### config.mk
export PLATFORM = sky130hd
export DESIGN_NAME = led_fader_with_xenon_ignition_unit
export DESIGN_NICKNAME = d
export VERILOG_FILES = /design/src/hw/rtl/lfx_pkg.sv /design/src/hw/rtl/lfx_ram.sv /design/src/hw/rtl/lfx_div.sv /design/src/hw/rtl/lfx_front.sv /design/src/hw/rtl/lfx_back.sv /design/src/hw/rtl/led_fader_with_xenon_ignition_unit.sv
export SDC_FILE = /design/constraint.sdc
export NUM_CORES = 2
export LEC_CHECK = 0
export BUFFER_PORTS_ARGS = -buffer_cell sky130_fd_sc_hd__buf_4
export CAP_MARGIN = 5
export CORE_MARGIN = 2
export CORE_UTILIZATION = 30
export CTS_CLUSTER_DIAMETER = 120
export DETAILED_ROUTE_END_ITERATION = 6
export PLACE_DENSITY = 0.54
export SKIP_LAST_GASP = 1
export SLEW_MARGIN = 30
export SYNTH_ARGS = -nofsm -noshare
export SYNTH_HDL_FRONTEND = slang
export SYNTH_SLANG_ARGS = --single-unit
### constraint.sdc
create_clock -name aclk -period 24.5 [get_ports aclk]
set_input_delay 2.45 -clock aclk [delete_from_list [all_inputs] [get_ports aclk]]
set_output_delay 2.45 -clock aclk [all_outputs]
set_load 0.01 [all_outputs]
### src/hw/rtl/lfx_pkg.sv
// Shared types and constants for the LED fader with xenon ignition.
package lfx_pkg;

    localparam int LEVEL_W = 12;
    localparam int TIME_W  = 32;
    localparam int DUR_W   = 16;
    localparam int CFG_W   = 16;
    localparam int CIDX_W  = 2;
    localparam int DIV_W   = 28;
    localparam int ENTRY_W = 2 * LEVEL_W + 2 * TIME_W;

    localparam logic [LEVEL_W-1:0] FULL_SCALE = 12'hFFF;

    localparam logic [CIDX_W-1:0] CFG_FLASH_DURATION = 2'd0;
    localparam logic [CIDX_W-1:0] CFG_RAMP_DURATION  = 2'd1;
    localparam logic [CIDX_W-1:0] CFG_RAMP_START     = 2'd2;

    typedef struct packed {
        logic [DUR_W-1:0]   flash_dur;
        logic [DUR_W-1:0]   ramp_dur;
        logic [LEVEL_W-1:0] ramp_start;
    } lfx_cfg_t;

    typedef struct packed {
        logic               in_range;
        logic               xenon;
        logic [3:0]         channel;
        logic [TIME_W-1:0]  now;
        logic [LEVEL_W-1:0] tgt;
        logic [LEVEL_W-1:0] fade_tgt;
        logic [DUR_W-1:0]   fade;
        logic [LEVEL_W-1:0] high;
    } lfx_item_t;

endpackage

### src/hw/rtl/lfx_ram.sv
// Generic single-write, single-read RAM with registered read data.
module lfx_ram #(
    parameter int WIDTH = 8,
    parameter int DEPTH = 16
) (
    input  logic                                   aclk,
    input  logic                                   we,
    input  logic [(DEPTH > 1 ? $clog2(DEPTH) : 1)-1:0] waddr,
    input  logic [WIDTH-1:0]                       wdata,
    input  logic [(DEPTH > 1 ? $clog2(DEPTH) : 1)-1:0] raddr,
    output logic [WIDTH-1:0]                       rdata
);
    logic [WIDTH-1:0] mem [DEPTH];

    always_ff @(posedge aclk) begin
        if (we) begin
            mem[waddr] <= wdata;
        end
        rdata <= mem[raddr];
    end
endmodule

### src/hw/rtl/lfx_div.sv
// Restoring divider that produces one quotient bit per cycle.
module lfx_div (
    input  logic                      aclk,
    input  logic                      aresetn,
    input  logic                      start,
    input  logic [lfx_pkg::DIV_W-1:0] num,
    input  logic [lfx_pkg::DUR_W-1:0] den,
    output logic                      done,
    output logic [lfx_pkg::DIV_W-1:0] quo
);
    localparam int CNT_W = $clog2(lfx_pkg::DIV_W + 1);

    logic [CNT_W-1:0]            cnt_reg;
    logic [lfx_pkg::DUR_W:0]     rem_reg;
    logic [lfx_pkg::DIV_W-1:0]   shf_reg;
    logic [lfx_pkg::DUR_W-1:0]   den_reg;
    logic                        done_reg;
    logic [lfx_pkg::DUR_W:0]     rem_sh;
    logic                        ge;

    assign rem_sh = {rem_reg[lfx_pkg::DUR_W-1:0], shf_reg[lfx_pkg::DIV_W-1]};
    assign ge     = rem_sh >= {1'b0, den_reg};

    always_ff @(posedge aclk) begin
        if (!aresetn) begin
            cnt_reg  <= '0;
            done_reg <= 1'b0;
        end else begin
            if (start) begin
                cnt_reg  <= CNT_W'(lfx_pkg::DIV_W);
                rem_reg  <= '0;
                shf_reg  <= num;
                den_reg  <= den;
                done_reg <= 1'b0;
            end else if (cnt_reg != '0) begin
                rem_reg  <= ge ? rem_sh - {1'b0, den_reg} : rem_sh;
                shf_reg  <= {shf_reg[lfx_pkg::DIV_W-2:0], ge};
                cnt_reg  <= cnt_reg - 1'b1;
                done_reg <= (cnt_reg == CNT_W'(1));
            end else begin
                done_reg <= 1'b0;
            end
        end
    end

    assign done = done_reg;
    assign quo  = shf_reg;
endmodule

### src/hw/rtl/lfx_front.sv
// Request intake: classifies each request and holds it in a two-entry queue.
module lfx_front #(
    parameter int CHANNELS = 16
) (
    input  logic              aclk,
    input  logic              aresetn,
    input  logic              s_valid,
    output logic              s_ready,
    input  logic              s_cmd,
    input  logic [3:0]        s_channel,
    input  logic [31:0]       s_now_ms,
    input  logic [11:0]       s_target,
    input  logic [15:0]       s_fade_time_ms,
    input  logic [11:0]       s_low_level,
    input  logic [11:0]       s_high_level,
    input  logic [2:0]        s_light_request,
    input  logic              s_pass_phase,
    output logic              q_valid,
    input  logic              q_pop,
    output lfx_pkg::lfx_item_t q_head
);
    lfx_pkg::lfx_item_t q_mem_reg [2];
    logic               wr_ptr_reg;
    logic               rd_ptr_reg;
    logic [1:0]         count_reg;
    lfx_pkg::lfx_item_t item;
    logic [11:0]        xtgt;
    logic               push;

    always_comb begin
        xtgt = '0;
        if (s_light_request[0]) begin
            xtgt = s_low_level;
        end
        if (s_light_request[1]) begin
            xtgt = s_high_level;
        end
        item.in_range = 32'(s_channel) < CHANNELS;
        item.xenon    = s_cmd;
        item.channel  = s_channel;
        item.now      = s_now_ms;
        item.tgt      = s_cmd ? xtgt : s_target;
        item.fade_tgt = (s_cmd && xtgt != '0 && s_light_request[2] && s_pass_phase)
                        ? s_high_level : item.tgt;
        item.fade     = s_fade_time_ms;
        item.high     = s_high_level;
    end

    assign s_ready = count_reg != 2'd2;
    assign push    = s_valid && s_ready;
    assign q_valid = count_reg != 2'd0;
    assign q_head  = q_mem_reg[rd_ptr_reg];

    always_ff @(posedge aclk) begin
        if (!aresetn) begin
            wr_ptr_reg <= 1'b0;
            rd_ptr_reg <= 1'b0;
            count_reg  <= '0;
        end else begin
            if (push) begin
                q_mem_reg[wr_ptr_reg] <= item;
                wr_ptr_reg <= ~wr_ptr_reg;
            end
            if (q_pop) begin
                rd_ptr_reg <= ~rd_ptr_reg;
            end
            count_reg <= count_reg + 2'(push) - 2'(q_pop);
        end
    end

    assert property (@(posedge aclk) disable iff (!aresetn)
        q_pop |-> q_valid)
        else $error("queue popped while empty");
endmodule

### src/hw/rtl/lfx_back.sv
// Request execution: per-channel fade and xenon profile update sequencer.
module lfx_back #(
    parameter int CHANNELS = 16
) (
    input  logic               aclk,
    input  logic               aresetn,
    input  lfx_pkg::lfx_cfg_t  cfg,
    input  logic               q_valid,
    output logic               q_pop,
    input  lfx_pkg::lfx_item_t q_head,
    output logic               m_valid,
    input  logic               m_ready,
    output logic [11:0]        m_level
);
    localparam int IW = (CHANNELS > 1) ? $clog2(CHANNELS) : 1;

    typedef enum logic [2:0] {
        S_IDLE, S_READ, S_DECIDE, S_MUL, S_DIV, S_APPLY, S_WRITE
    } state_t;

    state_t             state_reg;
    lfx_pkg::lfx_item_t item_reg;
    logic [CHANNELS-1:0] vld_reg;
    logic [11:0] fl_reg, xl_reg, res_reg, step_reg, diff_reg, m_level_reg;
    logic [31:0] lt_reg, xs_reg;
    logic [15:0] fe_reg, den_reg;
    logic [27:0] num_reg;
    logic        up_reg, ramp_reg, follow_reg, start_reg, m_valid_reg;

    logic [lfx_pkg::ENTRY_W-1:0] rd_data, wr_data;
    logic        ram_we;
    logic        div_done;
    logic [27:0] div_quo;

    logic        xen_on;
    logic [31:0] xs_eff, elx, fex, elf;
    logic [11:0] st, ftgt, s_eff, app;
    logic [12:0] sum;
    logic        out_free;

    assign q_pop    = (state_reg == S_IDLE) && q_valid;
    assign out_free = !m_valid_reg || m_ready;
    assign ram_we   = (state_reg == S_WRITE) && out_free && item_reg.in_range;
    assign wr_data  = {fl_reg, lt_reg, follow_reg ? res_reg : xl_reg, xs_reg};

    lfx_ram #(.WIDTH(lfx_pkg::ENTRY_W), .DEPTH(CHANNELS)) u_ram (
        .aclk  (aclk),
        .we    (ram_we),
        .waddr (IW'(item_reg.channel)),
        .wdata (wr_data),
        .raddr (IW'(q_head.channel)),
        .rdata (rd_data)
    );

    lfx_div u_div (
        .aclk    (aclk),
        .aresetn (aresetn),
        .start   (start_reg),
        .num     (num_reg),
        .den     (den_reg),
        .done    (div_done),
        .quo     (div_quo)
    );

    always_comb begin
        st     = cfg.ramp_start;
        xen_on = item_reg.xenon && item_reg.tgt != '0;
        xs_eff = (xl_reg == '0) ? item_reg.now : xs_reg;
        elx    = item_reg.now - xs_eff;
        fex    = elx - 32'(cfg.flash_dur);
        ftgt   = item_reg.fade_tgt;
        elf    = item_reg.now - lt_reg;
        s_eff  = (step_reg == '0) ? 12'd1 : step_reg;
        sum    = {1'b0, fl_reg} + {1'b0, s_eff};
        if (fl_reg < ftgt) begin
            app = (sum > {1'b0, ftgt}) ? ftgt : sum[11:0];
        end else begin
            app = (fl_reg > s_eff) ? fl_reg - s_eff : 12'd0;
            if (app < ftgt) begin
                app = ftgt;
            end
        end
    end

    always_ff @(posedge aclk) begin
        if (!aresetn) begin
            state_reg   <= S_IDLE;
            vld_reg     <= '0;
            start_reg   <= 1'b0;
            m_valid_reg <= 1'b0;
        end else begin
            if (m_ready && state_reg != S_WRITE) begin
                m_valid_reg <= 1'b0;
            end
            unique case (state_reg)
                S_IDLE: begin
                    if (q_valid) begin
                        item_reg   <= q_head;
                        follow_reg <= 1'b0;
                        if (q_head.in_range) begin
                            state_reg <= S_READ;
                        end else begin
                            res_reg   <= '0;
                            state_reg <= S_WRITE;
                        end
                    end
                end
                S_READ: begin
                    if (vld_reg[IW'(item_reg.channel)]) begin
                        {fl_reg, lt_reg, xl_reg, xs_reg} <= rd_data;
                    end else begin
                        {fl_reg, lt_reg, xl_reg, xs_reg} <= '0;
                    end
                    state_reg <= S_DECIDE;
                end
                S_DECIDE: begin
                    if (xen_on && elx <= 32'(cfg.flash_dur)) begin
                        xs_reg    <= xs_eff;
                        xl_reg    <= item_reg.high;
                        res_reg   <= item_reg.high;
                        state_reg <= S_WRITE;
                    end else if (xen_on && elx <= 32'(cfg.ramp_dur)) begin
                        xs_reg <= xs_eff;
                        if (fex[15:0] >= cfg.ramp_dur) begin
                            xl_reg    <= item_reg.tgt;
                            res_reg   <= item_reg.tgt;
                            state_reg <= S_WRITE;
                        end else begin
                            fe_reg    <= fex[15:0];
                            up_reg    <= item_reg.tgt >= st;
                            diff_reg  <= (item_reg.tgt >= st) ? item_reg.tgt - st
                                                              : st - item_reg.tgt;
                            ramp_reg  <= 1'b1;
                            state_reg <= S_MUL;
                        end
                    end else begin
                        ramp_reg <= 1'b0;
                        if (xen_on) begin
                            xs_reg     <= xs_eff;
                            follow_reg <= 1'b1;
                        end else if (item_reg.xenon) begin
                            xl_reg <= '0;
                        end
                        if (fl_reg == ftgt) begin
                            lt_reg    <= item_reg.now;
                            res_reg   <= fl_reg;
                            state_reg <= S_WRITE;
                        end else if (item_reg.fade == '0) begin
                            fl_reg    <= ftgt;
                            res_reg   <= ftgt;
                            state_reg <= S_WRITE;
                        end else if (elf == '0) begin
                            res_reg   <= fl_reg;
                            state_reg <= S_WRITE;
                        end else if (elf >= 32'(item_reg.fade)) begin
                            step_reg  <= lfx_pkg::FULL_SCALE;
                            state_reg <= S_APPLY;
                        end else begin
                            num_reg   <= (28'(elf[15:0]) << 12) - 28'(elf[15:0]);
                            den_reg   <= item_reg.fade;
                            start_reg <= 1'b1;
                            state_reg <= S_DIV;
                        end
                    end
                end
                S_MUL: begin
                    num_reg   <= {12'd0, fe_reg} * {16'd0, diff_reg};
                    den_reg   <= cfg.ramp_dur;
                    start_reg <= 1'b1;
                    state_reg <= S_DIV;
                end
                S_DIV: begin
                    start_reg <= 1'b0;
                    if (div_done) begin
                        if (ramp_reg) begin
                            xl_reg    <= up_reg ? st + div_quo[11:0] : st - div_quo[11:0];
                            res_reg   <= up_reg ? st + div_quo[11:0] : st - div_quo[11:0];
                            state_reg <= S_WRITE;
                        end else begin
                            step_reg  <= div_quo[11:0];
                            state_reg <= S_APPLY;
                        end
                    end
                end
                S_APPLY: begin
                    fl_reg    <= app;
                    lt_reg    <= item_reg.now;
                    res_reg   <= app;
                    state_reg <= S_WRITE;
                end
                S_WRITE: begin
                    if (out_free) begin
                        m_level_reg <= res_reg;
                        m_valid_reg <= 1'b1;
                        if (item_reg.in_range) begin
                            vld_reg[IW'(item_reg.channel)] <= 1'b1;
                        end
                        state_reg <= S_IDLE;
                    end
                end
                default: state_reg <= S_IDLE;
            endcase
        end
    end

    assign m_valid = m_valid_reg;
    assign m_level = m_level_reg;

    assert property (@(posedge aclk) disable iff (!aresetn)
        div_done |-> state_reg == S_DIV)
        else $error("divider finished outside the divide state");
    assert property (@(posedge aclk) disable iff (!aresetn)
        ram_we |=> m_valid_reg)
        else $error("state written without a result");
    assert property (@(posedge aclk) disable iff (!aresetn)
        (state_reg == S_WRITE && !item_reg.in_range) |-> !ram_we)
        else $error("out-of-range channel written");
    assert property (@(posedge aclk) disable iff (!aresetn)
        start_reg |-> den_reg != '0)
        else $error("division by zero started");
endmodule

### src/hw/rtl/led_fader_with_xenon_ignition_unit.sv
// Top level of the per-channel LED fader with xenon ignition profile.
// Requests that need no division bypass the shared 28-step serial divider; the others run
// it before the result is formed.
// One request is executed at a time, and a result stall holds the next one back; a two-entry
// queue decouples intake from execution.
// Synchronous active-low reset restores the register defaults and marks every
// channel's state as zero; no clearing pass is needed.
module led_fader_with_xenon_ignition_unit #(
    parameter int CHANNELS = 16
) (
    input  logic        aclk,
    input  logic        aresetn,
    input  logic        cfg_wr_en,
    input  logic [1:0]  cfg_index,
    input  logic [15:0] cfg_wdata,
    input  logic        s_valid,
    output logic        s_ready,
    input  logic        s_cmd,
    input  logic [3:0]  s_channel,
    input  logic [31:0] s_now_ms,
    input  logic [11:0] s_target,
    input  logic [15:0] s_fade_time_ms,
    input  logic [11:0] s_low_level,
    input  logic [11:0] s_high_level,
    input  logic [2:0]  s_light_request,
    input  logic        s_pass_phase,
    output logic        m_valid,
    input  logic        m_ready,
    output logic [11:0] m_level
);
    lfx_pkg::lfx_cfg_t  cfg_reg;
    lfx_pkg::lfx_item_t q_head;
    logic               q_valid;
    logic               q_pop;

    always_ff @(posedge aclk) begin
        if (!aresetn) begin
            cfg_reg.flash_dur  <= 16'd30;
            cfg_reg.ramp_dur   <= 16'd8000;
            cfg_reg.ramp_start <= 12'd2048;
        end else if (cfg_wr_en) begin
            case (cfg_index)
                lfx_pkg::CFG_FLASH_DURATION: cfg_reg.flash_dur  <= cfg_wdata;
                lfx_pkg::CFG_RAMP_DURATION:  cfg_reg.ramp_dur   <= cfg_wdata;
                lfx_pkg::CFG_RAMP_START:     cfg_reg.ramp_start <= cfg_wdata[11:0];
                default: ;
            endcase
        end
    end

    lfx_front #(.CHANNELS(CHANNELS)) u_front (
        .aclk            (aclk),
        .aresetn         (aresetn),
        .s_valid         (s_valid),
        .s_ready         (s_ready),
        .s_cmd           (s_cmd),
        .s_channel       (s_channel),
        .s_now_ms        (s_now_ms),
        .s_target        (s_target),
        .s_fade_time_ms  (s_fade_time_ms),
        .s_low_level     (s_low_level),
        .s_high_level    (s_high_level),
        .s_light_request (s_light_request),
        .s_pass_phase    (s_pass_phase),
        .q_valid         (q_valid),
        .q_pop           (q_pop),
        .q_head          (q_head)
    );

    lfx_back #(.CHANNELS(CHANNELS)) u_back (
        .aclk    (aclk),
        .aresetn (aresetn),
        .cfg     (cfg_reg),
        .q_valid (q_valid),
        .q_pop   (q_pop),
        .q_head  (q_head),
        .m_valid (m_valid),
        .m_ready (m_ready),
        .m_level (m_level)
    );
endmodule
Word level (Yosys, flattened, before mapping):

Memories as Yosys holds them, arrays and structs flattened. A register that Yosys moved wholly into a read port is not among the register bits.
Cells that the tools add are included.

* input bits: 116
* output and inout port bits: 14
* memory bits (writable): 1586
* flip-flop bits (word level): 424
* logic and storage cells: 278
* memories kept: 2

Memory list
* u_back.u_ram.mem: words 16, bits a word 88, rd ports 1, clocked after Yosys merged registers in 1, wr ports 1, RTL line lfx_ram.sv:13 `logic [WIDTH-1:0] mem [DEPTH];`
* u_front.q_mem_reg: words 2, bits a word 89, rd ports 1, clocked after Yosys merged registers in 1, wr ports 1, RTL line lfx_front.sv:22 `lfx_pkg::lfx_item_t q_mem_reg [2];`

* multipliers: 1
* add/subtract/negate cells: 14
* magnitude comparators: 12
* muxes and demuxes: 115
* reductions and logical operators: 55
* bitwise operators: 7
* eq/ne operators: 34

Operator list (count)
* $mux 12: 40
* $mux 32: 9
* $mux 28: 8
* $mux 16: 8
* $pmux 32 s3: 1
* $pmux 12 s3: 2
* $le 32x16->1: 2
* $pmux 32 s2: 1
* $sub 32x32->32: 2
* $pmux 28 s2: 1
* $pmux 12 s4: 1
* $sub 12x12->12: 4
* $ge 32x16->1: 1
* $logic_not 32->1: 1
* $pmux 16 s2: 1
* $sub 16x16->16: 2
* $mux 3: 10
* $mul 16x12->28: 1
* $sub 28x16->28: 1
* $logic_not 12->1: 2
* $lt 12x12->1: 2
* $mux 1: 24
* $pmux 12 s2: 1
* $reduce_bool 12->1: 2
* other kinds (55): 111

Logic depth before layout (Yosys ltp):

* word-level depth: 9
* gate-level depth with buffers: 31
* gate-level depth less buffers: 31

Cells and area by module:

From an unflattened synthesis, not the netlist that was laid out.

* cell total of the unflattened synthesis: 6289
* area total of the unflattened synthesis: 95875.7 µm²

By module, submodules not included
* lfx_ram: area each 54360.9 µm², cells an instance 2256, seq. area each 44042.2 µm², times used 1
* lfx_back: area each 29117.9 µm², cells an instance 3188, seq. area each 9098.7 µm², times used 1
* lfx_front: area each 7080.5 µm², cells an instance 368, seq. area each 5445.2 µm², times used 1
* lfx_div: area each 3544.6 µm², cells an instance 301, seq. area each 1921.8 µm², times used 1
* led_fader_with_xenon_ignition_unit: area each 1771.7 µm², cells an instance 176, seq. area each 880.8 µm², times used 1

Worst setup path before layout:

Ideal clock, no wire load.

* path kind: input -> register
* start point: input m_ready
* end point: memory u_back.u_ram.mem[0][0] (netlist bit), enable pin
* setup time: 0.645 ns
* data arrival time: 9.300 ns
* path slack: 14.556 ns
* stages on the path: 4
* path buffers: 0
* data required time: 23.855 ns
* cell sequence: nand2b_1 > and3_1 > or3b_2 > nor3_1

* cells in the longest elaborated chain, start to end: 5

RTL lines
* start: declaration: RTL line led_fader_with_xenon_ignition_unit.sv:28 `input logic m_ready,`
* $logic_or 1x1->1: RTL line lfx_back.sv:42 `assign out_free = !m_valid_reg || m_ready;`
* $logic_and 1x1->1 (2 in series): RTL line lfx_back.sv:43 `assign ram_we = (state_reg == S_WRITE) && out_free && item_reg.in_range;`
* $mux 1: RTL line lfx_ram.sv:16 `if (we) begin`
* $mux 1 (implied by the code): RTL line lfx_ram.sv:17 `mem[waddr] <= wdata;`
* end: declaration: RTL line lfx_ram.sv:13

No other way between the ends.

Final worst setup path:

* start point: register u_back.xl_reg[3]
* end point: register u_back.res_reg[6], enable pin

* cells in the longest elaborated chain, start to end: 7
* elaborated cells between the ends (all ways): 12
* classes of those cells: add/sub: 2; order compare: 3; eq/ne: 2; mux: 1; reduce/logical: 4

RTL lines
* start: declaration: RTL line lfx_back.sv:24 `logic [11:0] fl_reg, xl_reg, res_reg, step_reg, diff_reg, m_level_reg;`
* start signal: assignment: RTL line lfx_back.sv:110 `{fl_reg, lt_reg, xl_reg, xs_reg} <= rd_data;`
* start signal: assignment: RTL line lfx_back.sv:119 `xl_reg <= item_reg.high;`
* start signal: assignment: RTL line lfx_back.sv:125 `xl_reg <= item_reg.tgt;`
* $logic_not 12->1: RTL line lfx_back.sv:68 `xs_eff = (xl_reg == '0) ? item_reg.now : xs_reg;`
* $mux 32: RTL line lfx_back.sv:68
* $sub 32x32->32: RTL line lfx_back.sv:69 `elx = item_reg.now - xs_eff;`
* $sub 16x16->16: RTL line lfx_back.sv:70 `fex = elx - 32'(cfg.flash_dur);`
* named net u_back.fex[14]: RTL line lfx_back.sv:36 `logic [31:0] xs_eff, elx, fex, elf;`
* $ge 16x16->1: RTL line lfx_back.sv:124 `if (fex[15:0] >= cfg.ramp_dur) begin`
* $ne 4x3->1 (no line)
* $reduce_and 8->1 (no line)
* end signal: assignment: RTL line lfx_back.sv:120 `res_reg <= item_reg.high;`
* end signal: assignment: RTL line lfx_back.sv:126 `res_reg <= item_reg.tgt;`
* end signal: assignment: RTL line lfx_back.sv:146 `res_reg <= fl_reg;`
* end: declaration: RTL line lfx_back.sv:24

The timed path passes the listed nets, and every way through them passes these cells.
A chain may end at the register's enable or synchronous reset.

==> reports/metrics.cfg <==
[global_route]
antenna_found_initial = 20
grt.total_usage_pct = 17.30
grt_most_used_layer = met2
grt_pass1_vias = 63220
grt_max_degree = 181
overflow = 0
grtUsageMet2_pct = 28.18
grt_pass1_wl_mm = 430.1
gr-usage-met3_pct = 2.150
use_met1_pct = 24.16

[power]
cellPowerDensity_mw_per_mm2 = 96.34
power.leakage_nw = 39.90
p_total_mw = 10.66
ir_drop_mv = 0.06885

[cells_and_area]
drive_gt1_share_pct = 9.644
finalNetCount = 8753
syn_to_final_growth_pct = 13.65
finalNonFillerCells = 12700
fillers = 31790
largest_register_ffs = 1408

[logic_synthesis]
async_reset_ff_share_pct = 0
synth-simple-area-share_pct = 15.16
syn-cell-area_mm2 = 0.09737
synth-seq-area-share_pct = 63.02
ys_ff_latch = 2098
synth_cells = 8171
yosysUniqueCellTypes = 92
synth.area.mux_share_pct = 2.562
synth.area.top_cells = edfxtp_1, nand2_1, ha_1, nand3_1, dfxtp_1
syn-num-nets = 8742
synth_top_family_by_area = simple AND/OR/NAND/NOR gates
ys_warn_count = 0
synth_top_area_share_pct = 59.64
synthAdderAreaFrac_pct = 6.988
synthXorXnorAreaFrac_pct = 1.421
synth_compound_area_share_pct = 7.623
synth_edf_count = 1934
yosysMostFrequentCell = edfxtp_1
yosys.area.top_type = edfxtp_1
ys_top_cells_by_count = edfxtp_1, nand2_1, nand3_1
postSynthAreaPerCell_um2 = 11.92
ys.flop_type = edfxtp_1

[floorplan]
die-height_um = 573.7
placement_rows = 209
start_util_pct = 30.10
die_area_mm2 = 0.3291
core_area_mm2 = 0.3235
die_w_um = 573.7
io_pins = 130

[setup_path]
crit_required_ns = 25.01
critPathMaxStageDelay_ns = 0.56
r2r_start = u_back.xl_reg[3]
critical-path-top-delay-family = compound AO/OA/AOI/OAI gates
startpoint = u_back.xl_reg[3]
critPathBufInv = 2
worst-path-max-fanout = 17
startpoint_type = register
crit_slowest_cell = nand3_2
worstSetupEndpointType = register
crit_arrival_ns = 8.57
crit_type = reg -> reg
cp_common_cell = ha_1

[routing]
antenna_left = 0
routed_wl_mm = 293.3
vias = 65030
via_per_inst = 5.122
drc = 1
first_iter_violations = 6712
avgRoutedWirePerCell_um = 23.10
firstDrtPassIters = 7

[cts]
tritoncts = yes
post-cts-setup-buffers = 0
path_clk_slew_ns = 0.06
post_cts_resized = 0
cts.sinks = 2098
htree_levels = 4
cts_buffer_depth = 4
clk_latency_ns = 0.92
hold_buffers = 0
root_buffer = clkbuf_16
cts_buffers = 227

[sta]
slew_headroom_pct = 24.90
period_share_pct = 32.89
finalSetupTns_ns = 0
final_max_slew_viol_count = 0
worst_slew_pin_slew_ns = 1.127
period_needed_ns = 8.057
rsz0062_at_grt = false
setup_violations = 0
skew_ns = 0.09113
max_freq_mhz = 124.1
finalHoldViolations = 0

[place]
dp_hpwl_mm = 182.1
io_buffers = 129
gp_congestion = 0.8945
dp.cells = 12280

[hold_path]
min_path_type = reg -> reg
holdCritStartpoint = u_back.den_reg[7]

[status]
status = finished with violations
violations = DRC

[job]
drv_cap = 0

==> cell families (layout without fill, tap and decap cells) <==
group / count (synthesis) / count (layout)
simple gates: 3326 / 3326
flops: 2098 / 2098
compound gates: 1075 / 1075
buf+inv: 834 / 1031
fa+ha+maj: 455 / 455
mux: 225 / 225
xor+xnor: 158 / 158
other cells: 0 / 3
==> layout make-up <==
cell class | count | area [µm²] | area share [%]
repair buffers | 242 | 1883 | 1.702
clock inverters | 116 | 1265 | 1.143
diodes | 3 | 7.507 | 0.006784
clock buffers | 299 | 6133 | 5.542
inverters | 374 | 1421 | 1.284
well taps | 4325 | 5411 | 4.890
multi-input cells | 5239 | 33180 | 29.98
flip-flops and latches | 2098 | 61360 | 55.45
==> worst reg2reg max path: cells and delay by family, from the launching register on <==
kind | cells | cell delay, ns
and+or+nand+nor | 7 | 1.88
DFF | 1 | 0.43
adders and majority gates | 4 | 1.19
AOI/OAI and AO/OA | 14 | 3.87
xor gates and xnor gates | 1 | 0.20
buffers and inverters | 2 | 0.15
==> stage by stage <==
stage | hold WS (ns) | worst slack (ns) | util [%] | area [µm²]
after floorplan | 0.4003 | 14.56 | - | 97370
after global placement | 0.4069 | 16.19 | 31.90 | 103200
after detailed placement | 0.4065 | 16.33 | 31.91 | 103200
after CTS | 0.4208 | 16.27 | 34.20 | 110600
after global routing | 0.4349 | 15.93 | 34.21 | 110700
final | 0.4191 | 16.44 | 34.21 | 110700
==> routing by layer <==
metal | part of all wire [%] | wire length [µm]
met1 | 44 | 129700
met2 | 47 | 137100
met3 | 6.2 | 18280
met4 | 2.8 | 8216
met5 | 0.0044 | 13
==> worst paths after layout <==
path                             end  slack [ns]  cells past startpoint
max                u_back.res_reg[6]       16.44                     28
min          u_back.u_div.den_reg[7]        0.42                      0
max reg2reg        u_back.res_reg[6]       16.44                     28
min reg2reg  u_back.u_div.den_reg[7]        0.42                      0
==> report_power, final <==
group	internal (mW)	total (mW)	switching (mW)
clock network	2.00	3.44	1.43
registers	4.29	4.63	0.342
logic	0.899	2.60	1.70
total	7.19	10.7	3.47
==> placed cells by master, fill, tap and decap left out, types with 51 or more instances in the layout <==
| cell type | instances |
|---|---|
| a21o_1 | 88 |
| buf_4 | 236 |
| dfxtp_1 | 162 |
| a31oi_1 | 102 |
| a21oi_1 | 191 |
| inv_1 | 371 |
| edfxtp_1 | 1934 |
| and2_1 | 81 |
| and3_1 | 111 |
| clkbuf_1 | 56 |
| nand2_1 | 1863 |
| clkbuf_16 | 229 |
| a21boi_0 | 51 |
| fa_1 | 148 |
| xnor2_1 | 96 |
| nor2_1 | 200 |
| mux2_2 | 144 |
| a311oi_1 | 177 |
| nand3_1 | 752 |
| ha_1 | 307 |
| xor2_1 | 61 |
| mux2i_1 | 72 |
| o21ai_0 | 180 |
Power figures use the tool's default switching activity.
